[src/hw/rtl/rtks_pkg.sv]
// Shared constants and types for the row top-k selection core.
`default_nettype none

package rtks_pkg;

    localparam int MAX_K      = 16;
    localparam int K_W        = $clog2(MAX_K + 1);
    localparam int SCORE_W    = 32;
    localparam int INDEX_W    = 16;
    localparam int RANK_W     = 4;
    localparam int CFG_W      = 5;
    localparam int IN_DATA_W  = 32;
    localparam int OUT_DATA_W = 56;
    localparam int OUT_PAD_W  = OUT_DATA_W - INDEX_W - SCORE_W - RANK_W;

    typedef struct packed {
        logic signed [SCORE_W-1:0] score;
        logic [INDEX_W-1:0]        index;
    } pair_t;

    typedef struct packed {
        logic shift_en;   // insertion into the sorted row this cycle
        logic force_new;  // overwrite with the new pair (single-best mode)
        logic beyond;     // cell lies past the current fill level
    } cell_ctrl_t;

endpackage

`default_nettype wire

[src/hw/rtl/row_top_k_select_core.sv]
// Top level of the row top-k selection core: insertion chain, control and output drain.
//
// Usage:
//   s_* carries one Q16.16 score per word; s_tlast marks the last score of a row.
//   Scores are indexed from 0 within their row. For k above one the core keeps the
//   k best (score, index) pairs in a chain of sorted cells; for k of one it keeps
//   the first score of greatest magnitude. cfg_* writes k (top_count, 5 bits);
//   a write also abandons the row in progress. Write it only while the core is idle.
//   m_* gives one word per kept pair, best first, with its rank; m_tlast marks
//   the final word of a row. Every row gives at least one word.
// Timing:
//   Each score word is absorbed by the cell chain as it is accepted, so scores
//   flow at one per cycle but for a held-back row end. The results of a row
//   appear on m_* the cycle after its last word is accepted, one per cycle
//   while m_tready is high: a row of n kept pairs occupies the drain chain
//   until its n words are taken. Scores keep flowing meanwhile; only the next
//   row-end word is held back (s_tready low) until the drain chain is empty.
// Reset:
//   rst_n clears k to one, the fill level, the item counter and the drain chain.
//   A stalled receiver simply holds the head word on m_tdata.
`default_nettype none

module row_top_k_select_core
    import rtks_pkg::*;
(
    input  wire logic                  clk,
    input  wire logic                  rst_n,
    // configuration write channel
    input  wire logic                  cfg_valid,
    output logic                       cfg_ready,
    input  wire logic [CFG_W-1:0]      cfg_data,       // top_count
    // score stream in
    input  wire logic                  s_tvalid,
    output logic                       s_tready,
    input  wire logic [IN_DATA_W-1:0]  s_tdata,        // [31:0] score
    input  wire logic                  s_tlast,        // last_in_row
    // selection stream out
    output logic                       m_tvalid,
    input  wire logic                  m_tready,
    output logic [OUT_DATA_W-1:0]      m_tdata,        // [15:0] item_index, [47:16] item_score,
                                                       // [51:48] rank, [55:52] zero
    output logic                       m_tlast         // last_of_row
);

    logic [CFG_W-1:0]    top_count_reg;
    logic [K_W-1:0]      fill_reg;
    logic [K_W-1:0]      fill_next;
    logic [K_W-1:0]      fill_after;
    logic [INDEX_W-1:0]  item_cnt_reg;
    logic [INDEX_W-1:0]  item_cnt_next;

    logic [K_W-1:0]      k_eff;
    logic [K_W-1:0]      k_m1;
    logic                k_one;
    logic                full;
    logic                gt_last;
    logic                k1_take;
    logic                insert;
    logic                in_acc;
    logic                cfg_acc;
    logic                drain_busy;
    logic [SCORE_W-1:0]  mag_new;
    logic [SCORE_W-1:0]  mag_kept;

    pair_t               new_pair;
    pair_t [MAX_K-1:0]   cell_pair;
    pair_t [MAX_K-1:0]   cell_next;
    logic [MAX_K-1:0]    above_vec;
    logic [MAX_K-1:0]    gt_vec;
    cell_ctrl_t          cell_ctrl [MAX_K];

    pair_t               head_pair;
    logic [RANK_W-1:0]   out_rank;

    // configuration is always taken at once
    assign cfg_ready = 1'b1;
    assign cfg_acc   = cfg_valid && cfg_ready;

    // hold a row-end word back until the previous row has left the drain chain
    assign s_tready = !drain_busy || !s_tlast;
    assign in_acc   = s_tvalid && s_tready;

    // clamp k into 1..MAX_K
    always_comb
    begin
        if (top_count_reg == '0)
        begin
            k_eff = K_W'(1);
        end
        else if (int'(top_count_reg) > MAX_K)
        begin
            k_eff = K_W'(MAX_K);
        end
        else
        begin
            k_eff = K_W'(top_count_reg);
        end
    end

    assign k_m1  = k_eff - 1'b1;
    assign k_one = k_eff == K_W'(1);
    assign full  = fill_reg == k_eff;

    assign new_pair.score = $signed(s_tdata[SCORE_W-1:0]);
    assign new_pair.index = item_cnt_reg;

    // strict score test against the smallest kept pair
    assign gt_last = gt_vec[k_m1[$clog2(MAX_K)-1:0]];

    // magnitudes as unsigned words: the most negative score maps to 2^31
    assign mag_new  = s_tdata[SCORE_W-1] ? (~s_tdata[SCORE_W-1:0] + 1'b1) : s_tdata[SCORE_W-1:0];
    assign mag_kept = cell_pair[0].score[SCORE_W-1] ? (~cell_pair[0].score + 1'b1)
                                                    : cell_pair[0].score;

    assign k1_take = k_one && ((fill_reg == '0) || (mag_new > mag_kept));
    assign insert  = !k_one && (!full || gt_last);

    // fill level once the current word has been absorbed
    always_comb
    begin
        if (k_one)
        begin
            fill_after = k1_take ? K_W'(1) : fill_reg;
        end
        else
        begin
            fill_after = full ? fill_reg : fill_reg + 1'b1;
        end
    end

    always_comb
    begin
        fill_next     = fill_reg;
        item_cnt_next = item_cnt_reg;
        if (cfg_acc)
        begin
            fill_next     = '0;
            item_cnt_next = '0;
        end
        else if (in_acc)
        begin
            if (s_tlast)
            begin
                fill_next     = '0;
                item_cnt_next = '0;
            end
            else
            begin
                fill_next     = fill_after;
                item_cnt_next = item_cnt_reg + 1'b1;
            end
        end
    end

    always_ff @(posedge clk or negedge rst_n)
    begin
        if (!rst_n)
        begin
            top_count_reg <= CFG_W'(1);
            fill_reg      <= '0;
            item_cnt_reg  <= '0;
        end
        else
        begin
            if (cfg_acc)
            begin
                top_count_reg <= cfg_data;
            end
            fill_reg     <= fill_next;
            item_cnt_reg <= item_cnt_next;
        end
    end

    // sorted cell chain, best pair in cell 0
    for (genvar j = 0; j < MAX_K; j++)
    begin : g_cell
        pair_t left_pair;
        logic  left_above;

        if (j == 0)
        begin : g_head
            assign left_pair  = '0;
            assign left_above = 1'b0;
        end
        else
        begin : g_body
            assign left_pair  = cell_pair[j-1];
            assign left_above = above_vec[j-1];
        end

        assign cell_ctrl[j].shift_en  = in_acc && insert;
        assign cell_ctrl[j].force_new = (j == 0) && in_acc && k1_take;
        assign cell_ctrl[j].beyond    = fill_reg <= K_W'(j);

        rtks_cell u_cell (
            .clk        (clk),
            .ctrl       (cell_ctrl[j]),
            .new_pair   (new_pair),
            .left_pair  (left_pair),
            .left_above (left_above),
            .own_pair   (cell_pair[j]),
            .pair_next  (cell_next[j]),
            .above      (above_vec[j]),
            .gt         (gt_vec[j])
        );
    end

    // drop the finished row into the drain chain at row end
    rtks_drain u_drain (
        .clk        (clk),
        .rst_n      (rst_n),
        .load       (in_acc && s_tlast),
        .load_pairs (cell_next),
        .load_count (fill_after),
        .pop        (m_tready),
        .out_valid  (drain_busy),
        .head_pair  (head_pair),
        .rank       (out_rank),
        .last       (m_tlast)
    );

    assign m_tvalid = drain_busy;
    assign m_tdata  = {OUT_PAD_W'(0), out_rank, head_pair.score, head_pair.index};

    // a row end is never taken while the drain chain still holds words
    assert property (@(posedge clk) disable iff (!rst_n)
        (s_tvalid && s_tready && s_tlast) |-> !m_tvalid)
        else $error("row end accepted while results pending");

    // the fill level never passes the active k
    assert property (@(posedge clk) disable iff (!rst_n)
        fill_reg <= k_eff)
        else $error("fill level above k");

    // the final word of a row empties the drain chain
    assert property (@(posedge clk) disable iff (!rst_n)
        (m_tvalid && m_tready && m_tlast) |=> !m_tvalid)
        else $error("drain chain not empty after last word");

    // the first word of each row carries rank zero
    assert property (@(posedge clk) disable iff (!rst_n)
        (s_tvalid && s_tready && s_tlast) |=> (m_tvalid && (out_rank == '0)))
        else $error("row results do not start at rank zero");

endmodule

`default_nettype wire

[src/hw/rtl/rtks_cell.sv]
// One cell of the sorted insertion chain: holds a single (score, index) pair.
`default_nettype none

module rtks_cell
    import rtks_pkg::*;
(
    input  wire logic       clk,
    input  wire cell_ctrl_t ctrl,
    input  wire pair_t      new_pair,
    input  wire pair_t      left_pair,
    input  wire logic       left_above,
    output pair_t           own_pair,
    output pair_t           pair_next,
    output logic            above,
    output logic            gt
);

    pair_t pair_reg;
    logic  rank_hi;

    // new pair ranks above the held one: greater score, or equal score and larger index
    always_comb
    begin
        rank_hi = ($signed(new_pair.score) > $signed(pair_reg.score)) ||
                  (($signed(new_pair.score) == $signed(pair_reg.score)) &&
                   (new_pair.index > pair_reg.index));
        above   = ctrl.beyond || rank_hi;
        gt      = $signed(new_pair.score) > $signed(pair_reg.score);
    end

    always_comb
    begin
        pair_next = pair_reg;
        if (ctrl.force_new)
        begin
            pair_next = new_pair;
        end
        else if (ctrl.shift_en && above)
        begin
            // take the left neighbour if it also moves, else settle the new pair here
            pair_next = left_above ? left_pair : new_pair;
        end
    end

    always_ff @(posedge clk)
    begin
        pair_reg <= pair_next;
    end

    assign own_pair = pair_reg;

endmodule

`default_nettype wire

[src/hw/rtl/rtks_drain.sv]
// Output shift chain: holds a finished row and hands it out best first.
`default_nettype none

module rtks_drain
    import rtks_pkg::*;
(
    input  wire logic               clk,
    input  wire logic               rst_n,
    input  wire logic               load,
    input  wire pair_t [MAX_K-1:0]  load_pairs,
    input  wire logic [K_W-1:0]     load_count,
    input  wire logic               pop,
    output logic                    out_valid,
    output pair_t                   head_pair,
    output logic [RANK_W-1:0]       rank,
    output logic                    last
);

    pair_t [MAX_K-1:0]   chain_reg;
    logic [K_W-1:0]      remain_reg;
    logic [K_W-1:0]      remain_next;
    logic [RANK_W-1:0]   rank_reg;
    logic [RANK_W-1:0]   rank_next;
    logic                take;

    assign out_valid = remain_reg != '0;
    assign take      = pop && out_valid;

    always_comb
    begin
        remain_next = remain_reg;
        rank_next   = rank_reg;
        if (load)
        begin
            remain_next = load_count;
            rank_next   = '0;
        end
        else if (take)
        begin
            remain_next = remain_reg - 1'b1;
            rank_next   = rank_reg + 1'b1;
        end
    end

    always_ff @(posedge clk or negedge rst_n)
    begin
        if (!rst_n)
        begin
            remain_reg <= '0;
            rank_reg   <= '0;
        end
        else
        begin
            remain_reg <= remain_next;
            rank_reg   <= rank_next;
        end
    end

    // advance each word one place towards the head on every pop
    always_ff @(posedge clk)
    begin
        if (load)
        begin
            chain_reg <= load_pairs;
        end
        else if (take)
        begin
            for (int i = 0; i < MAX_K - 1; i++)
            begin
                chain_reg[i] <= chain_reg[i+1];
            end
        end
    end

    assign head_pair = chain_reg[0];
    assign rank      = rank_reg;
    assign last      = remain_reg == K_W'(1);

endmodule

`default_nettype wire

[config.mk]
export PLATFORM = sky130hd
export DESIGN_NAME = row_top_k_select_core
export DESIGN_NICKNAME = d
export VERILOG_FILES = /design/src/hw/rtl/rtks_pkg.sv /design/src/hw/rtl/row_top_k_select_core.sv /design/src/hw/rtl/rtks_cell.sv /design/src/hw/rtl/rtks_drain.sv
export SDC_FILE = /design/constraint.sdc
export NUM_CORES = 2
export LEC_CHECK = 0
export BUFFER_PORTS_ARGS = -buffer_cell sky130_fd_sc_hd__buf_2
export CORE_MARGIN = 4
export CORE_UTILIZATION = 62
export CTS_CLUSTER_DIAMETER = 80
export DETAILED_ROUTE_END_ITERATION = 10
export PLACE_DENSITY = 0.78
export SYNTH_ARGS = -nofsm -noshare
export SYNTH_HDL_FRONTEND = slang
export SYNTH_HIERARCHICAL = 1
export SYNTH_SLANG_ARGS = --single-unit
[constraint.sdc]
create_clock -name clk -period 24.8 [get_ports clk]
set_clock_uncertainty 0.15 [all_clocks]
set_input_delay 3.72 -clock clk [delete_from_list [all_inputs] [get_ports clk]]
set_output_delay 3.72 -clock clk [all_outputs]
set_load 0.01 [all_outputs]
Word level (Yosys, flattened, before mapping)

Index checks and enable logic that the tools add are counted.

Word-level logic and storage cells: 284
Bits of input ports: 43
Register bits: 1571

Add/sub/neg operators: 7
Reduce and logical (&&, ||, !) cells: 83
Order comparisons: 51
Eq/ne operators: 19
Bitwise gates (word level): 2
Multiplexer cells: 53

Operator list:

| kind                                                                              | number |
|---|---|
| 48-bit 2-to-1 mux                                                                 | 32 |
| 720-bit 2-to-1 mux                                                                | 2 |
| 32-bit > comparator                                                               | 17 |
| 32-bit equality test                                                              | 16 |
| 16-bit > comparator                                                               | 16 |
| 32-bit by 1-bit adder with 32-bit output (second input constant)                  | 2 |
| 32-bit 2-to-1 mux                                                                 | 2 |
| 32-bit inverter                                                                   | 2 |
| 5-bit 2-to-1 mux                                                                  | 10 |
| 16-bit 2-to-1 mux                                                                 | 3 |
| 5-bit by 4-bit less-or-equal comparator with 1-bit output (second input constant) | 8 |
| 1-bit logical AND                                                                 | 39 |
| 1-bit logical OR                                                                  | 35 |
| 5-bit by 3-bit less-or-equal comparator with 1-bit output (second input constant) | 4 |
| 16-bit by 1-bit adder with 16-bit output (second input constant)                  | 1 |
| 5-bit by 1-bit equality test with 1-bit output (second input constant)            | 2 |
| 5-bit by 1-bit less-or-equal comparator with 1-bit output (second input constant) | 2 |
| 5-bit by 2-bit less-or-equal comparator with 1-bit output (second input constant) | 2 |
| 5-bit zero test                                                                   | 2 |
| 4-bit 2-to-1 mux                                                                  | 2 |
| 5-bit by 1-bit adder with 5-bit output (second input constant)                    | 1 |
| 5-bit equality test                                                               | 1 |
| 5-bit > comparator (second input constant)                                        | 1 |
| 4-bit by 5-bit < comparator with 1-bit output (second input constant)             | 1 |
| 8 further kinds                                                                   | 12 |

Longest topological paths before layout

Depth after elaboration: 13
Mapped depth: 21
Depth with buffers taken out: 18

Hierarchy

The synthesis kept the hierarchy.

By module, submodules not included:

| module                           | cells each | seq. area each (um2) | area each (um2) | instances |
|---|---|---|---|---|
| rtks_cell (g_cell[0].u_cell ...) | 562        | 960.9                | 4460.5          | 15 |
| rtks_drain                       | 1677       | 23287.3              | 32506.2         | 1 |
| rtks_cell (g_cell[13].u_cell)    | 563        | 960.9                | 4256.6          | 1 |
| row_top_k_select_core            | 489        | 651.9                | 3918.8          | 1 |

Worst setup path before layout

Ideal clock, no wire load.

Path type: input-to-reg
Start: input port s_tlast
End: register u_drain/chain_reg[100] in the netlist's numbering, enable pin
Arrival: 21400 ps
Cell stages on the path: 7
Path slack: 2104 ps
Library setup time: 1146 ps
Path through: nand2_1 and3_1 clkbuf_1 buf_2 buf_2 buf_2 or2_1

Word-level cells in the longest chain between the ends: 5

Ends and longest elaborated chain:

| element                        | RTL line                     | text |
|---|---|---|
| start: declaration             | row_top_k_select_core.sv:36  | `input wire logic s_tlast,` |
| 1-bit zero test                | row_top_k_select_core.sv:80  | `assign s_tready = !drain_busy \|\| !s_tlast;` |
| 1-bit logical OR               | row_top_k_select_core.sv:80  |  |
| 1-bit logical AND              | row_top_k_select_core.sv:81  | `assign in_acc = s_tvalid && s_tready;` |
| 1-bit logical AND *            | row_top_k_select_core.sv:212 | `.load (in_acc && s_tlast),` |
| 2-bit nonzero test (no line) * | -                            |  |
| end signal: assignment         | rtks_drain.sv:64             | `chain_reg <= load_pairs;` |
| end signal: indexed assignment | rtks_drain.sv:70             | `chain_reg[i] <= chain_reg[i+1];` |
| end: declaration               | rtks_drain.sv:19             | `pair_t [MAX_K-1:0] chain_reg;` |

Every way passes the cells marked *; elsewhere a longest branch is shown, timed or not.
A chain may end at the register's enable or synchronous reset.

==> impl_metrics.yaml <==
place:
  io_buffers: 97
  gp_routability_congestion: 0.951
  pre_cts_worst_setup_slack_ns: 13.24
  dp_hpwl_mm: 241
  placed_cells: 12924
cts:
  cts.path.max_buffers: 3
  clock_sinks: 1571
  insertion_delay_ns: 0.83
  cts_post_setup_buffers_inserted: 0
  clk_pin_slew_ns: 0.06
  cts_tree: "done"
  cts-hold-fix-buffers: 0
  cts.htree.levels: 4
  number_of_cts_inserted_buffers: 172
  post_cts_resize_count: 0
  cts_root_buf: "sky130_fd_sc_hd__clkbuf_16"
synth:
  synth_warnings: 6
  synthesis.area_per_instance_um2: 9.64
  syn_area_um2: 108000
  syn-instance-count: 11158
cells_and_area:
  nFillCells: 13354
  multi_input_comb_area_um2: 60800
  layoutNonFillerInstCount: 13253
  seq_area_um2: 39300
  finish.net_count: 11644
  final_common_cell: "sky130_fd_sc_hd__nand4_1"
  post_route_cells_drive_above_1_share_pct: 16.6
  mostFrequentLayoutCells: "sky130_fd_sc_hd__nand4_1, sky130_fd_sc_hd__nand2_1, sky130_fd_sc_hd__ha_1"
  syn_to_final_growth_pct: 5.48
  largest_register_ff_count: 768
setup_path:
  startpoint: "s_tdata[31]"
  slowest_stage_delay_on_critical_path_ns: 0.92
  critical_path.reg2reg.endpoint: "u_drain/chain_reg[676]"
  crit_type: "input pin to flip-flop"
  path_cells: "buf_4 > buf_4 > ha_1 > nand4_2 > a21oi_1 > a2111o_1 > or4_1 > a21oi_1 > mux4_2 > mux4_2 > nor3_1 > nor3_2 > buf_4 > nand2_1 > nor2_1 > o31a_2 > buf_4 > or4_1 > nand4_1 > mux2_2"
  worst_path_max_delay_cell: "sky130_fd_sc_hd__o31a_2"
  critPathLaunchType: "input pin"
  worst_path_most_repeated_cell: "sky130_fd_sc_hd__buf_4"
  worst_r2r_path_depth: 19
  timing.critical_path.max_delay_family: "buffers and inverters"
  endpoint_kind: "flip-flop"
  worst-path-buf-inv: 4
  required_ns: 25.21
  ff2ff_setup_slack_ns: 17.27
  timing.rr.start: "g_cell[5].u_cell/own_pair[39]"
  worst-endpoint-arrival_ns: 11.31
  critPathMaxFanout: 84
grt:
  grt_max_degree: 161
  gr-usage-all-layers_pct: 38.2
  grt_antenna_before_repair: 21
  number_of_global_route_vias_before_repair: 89570
  grt_overflow_total: 0
  first_pass_grt_wire_length_mm: 538
sta:
  final.period_utilization_pct: 44.0
  timing_max_transition_violations_final: 49
  worst_slew_pin_slew_ns: 5.08
  setup_violating_endpoint_count_in_the_final_report: 0
  max_freq_mhz: 91.7
  timing.final.hold_violations: 0
  finalWorstPathRequiredPeriod_ns: 10.90
  worst_slack_ns: 13.90
  maxSlewHeadroom_pct: -239
  setup_tns_ns: 0
  fin_hold_ws_ns: 0.392
  rsz0062_at_grt: "false"
power:
  power_density_nw_per_um2: 87.1
  cell_internal_pwr_w: 0.00625
  cellLeakagePower_nw: 43.0
  power.switching_w: 0.00364
  power.share.sequential_pct: 41.5
  irDropWorstVdd_v: 0.0000649
  clock_power_share_pct: 27.4
  pwr-share-comb_pct: 31.1
  p_sw_share_pct: 36.8
detailed_routing:
  drtPass1Iterations: 8
  detail_route.wl_per_cell_um: 27.2
  postRouteAntennaNets: 0
  route.vias.total: 92938
  route.detailed.drc: 0
  avgViaCountPerCell: 7.01
  drt_wl_total_mm: 360
  detailedRoute.firstIterationViolations: 11745
die:
  die_w_um: 425
  die_y_um: 425
  number_of_top_level_pins: 103
  placement_rows: 152
  coreArea_um2: 172000
  die_area_um2: 180000
  floorplan.initialDensity_pct: 62.5
run:
  max_cap_violations: 0
min_path:
  hp-class: "flip-flop to flip-flop"
  min_path_cells: 2
  holdCritStartpoint: "g_cell[14].u_cell/own_pair[15]"
  timing.hold.worst_endpoint: "g_cell[15].u_cell/own_pair[15]"
status:
  violations: "max-slew violations"
  run_status: "finished with violations"
==> stage by stage <==
step           power [W]  util (%)  cell area [um2]
6_report         0.00989      65.9           113000
4_1_cts          0.00977      65.9           113000
5_1_grt           0.0103      65.9           113000
2_1_floorplan    0.00639         -           108000
3_3_place_gp     0.00694      62.5           108000
3_5_place_dp     0.00706      62.5           108000
==> final cells by class <==
class,count,share of cell area (%)
Inverter,784,2.59
Sequential cell,1571,34.7
Tap cell,2310,2.55
Clock inverter,88,0.947
Antenna cell,5,0.0110
Multi-Input combinational cell,8006,53.6
Clock buffer,236,4.19
Timing Repair Buffer,253,1.50
==> power groups by stage <==
| stage | Sequential (W) | Combinational (W) | Clock (W) |
|---|---|---|---|
| after detailed placement | 0.00412 | 0.00294 | 0 |
| final | 0.00410 | 0.00308 | 0.00271 |
| after global routing | 0.00412 | 0.00332 | 0.00284 |
| after global placement | 0.00413 | 0.00282 | 0 |
| after floorplan | 0.00401 | 0.00237 | 0 |
| after CTS | 0.00408 | 0.00297 | 0.00272 |
==> routing by layer <==
| layer | GRT usage [%] | up-vias | share of wire, % |
|---|---|---|---|
| met5 | 0 | - | 0.029 |
| met4 | 26.3 | 16 | 8.2 |
| met3 | 9.35 | 1568 | 10 |
| met2 | 60.4 | 5477 | 45 |
| met1 | 46.1 | 44716 | 36 |
| li1 | - | 41161 | - |
==> worst register-to-register path, cell delays in order (launching register included) <==
cell and delay (ns):
sky130_fd_sc_hd__dfxtp_1 0.38, sky130_fd_sc_hd__inv_1 0.07, sky130_fd_sc_hd__ha_1 0.31, sky130_fd_sc_hd__nand4_1 0.25, sky130_fd_sc_hd__o211ai_1 0.25, sky130_fd_sc_hd__a2111o_1 0.59
sky130_fd_sc_hd__or4_1 0.53, sky130_fd_sc_hd__a21oi_1 0.42, sky130_fd_sc_hd__mux4_2 0.45, sky130_fd_sc_hd__mux4_2 0.27, sky130_fd_sc_hd__nor3_1 0.06, sky130_fd_sc_hd__nor3_2 0.26
sky130_fd_sc_hd__buf_4 0.55, sky130_fd_sc_hd__nand2_1 0.13, sky130_fd_sc_hd__nor2_1 0.17, sky130_fd_sc_hd__o31a_2 0.92, sky130_fd_sc_hd__buf_4 0.88, sky130_fd_sc_hd__or4_1 0.25
sky130_fd_sc_hd__nand4_1 0.11, sky130_fd_sc_hd__mux2_2 0.29
==> worst max path at each step <==
stage,end,cells past startpoint
6_report,u_drain/chain_reg[676],20
3_5_place_dp,u_drain/chain_reg[676],20
4_1_cts,u_drain/chain_reg[676],20
3_3_place_gp,u_drain/chain_reg[686],20
2_1_floorplan,u_drain/chain_reg[100],7
5_1_grt,u_drain/chain_reg[681],20
(Power assumes the default switching activity.)
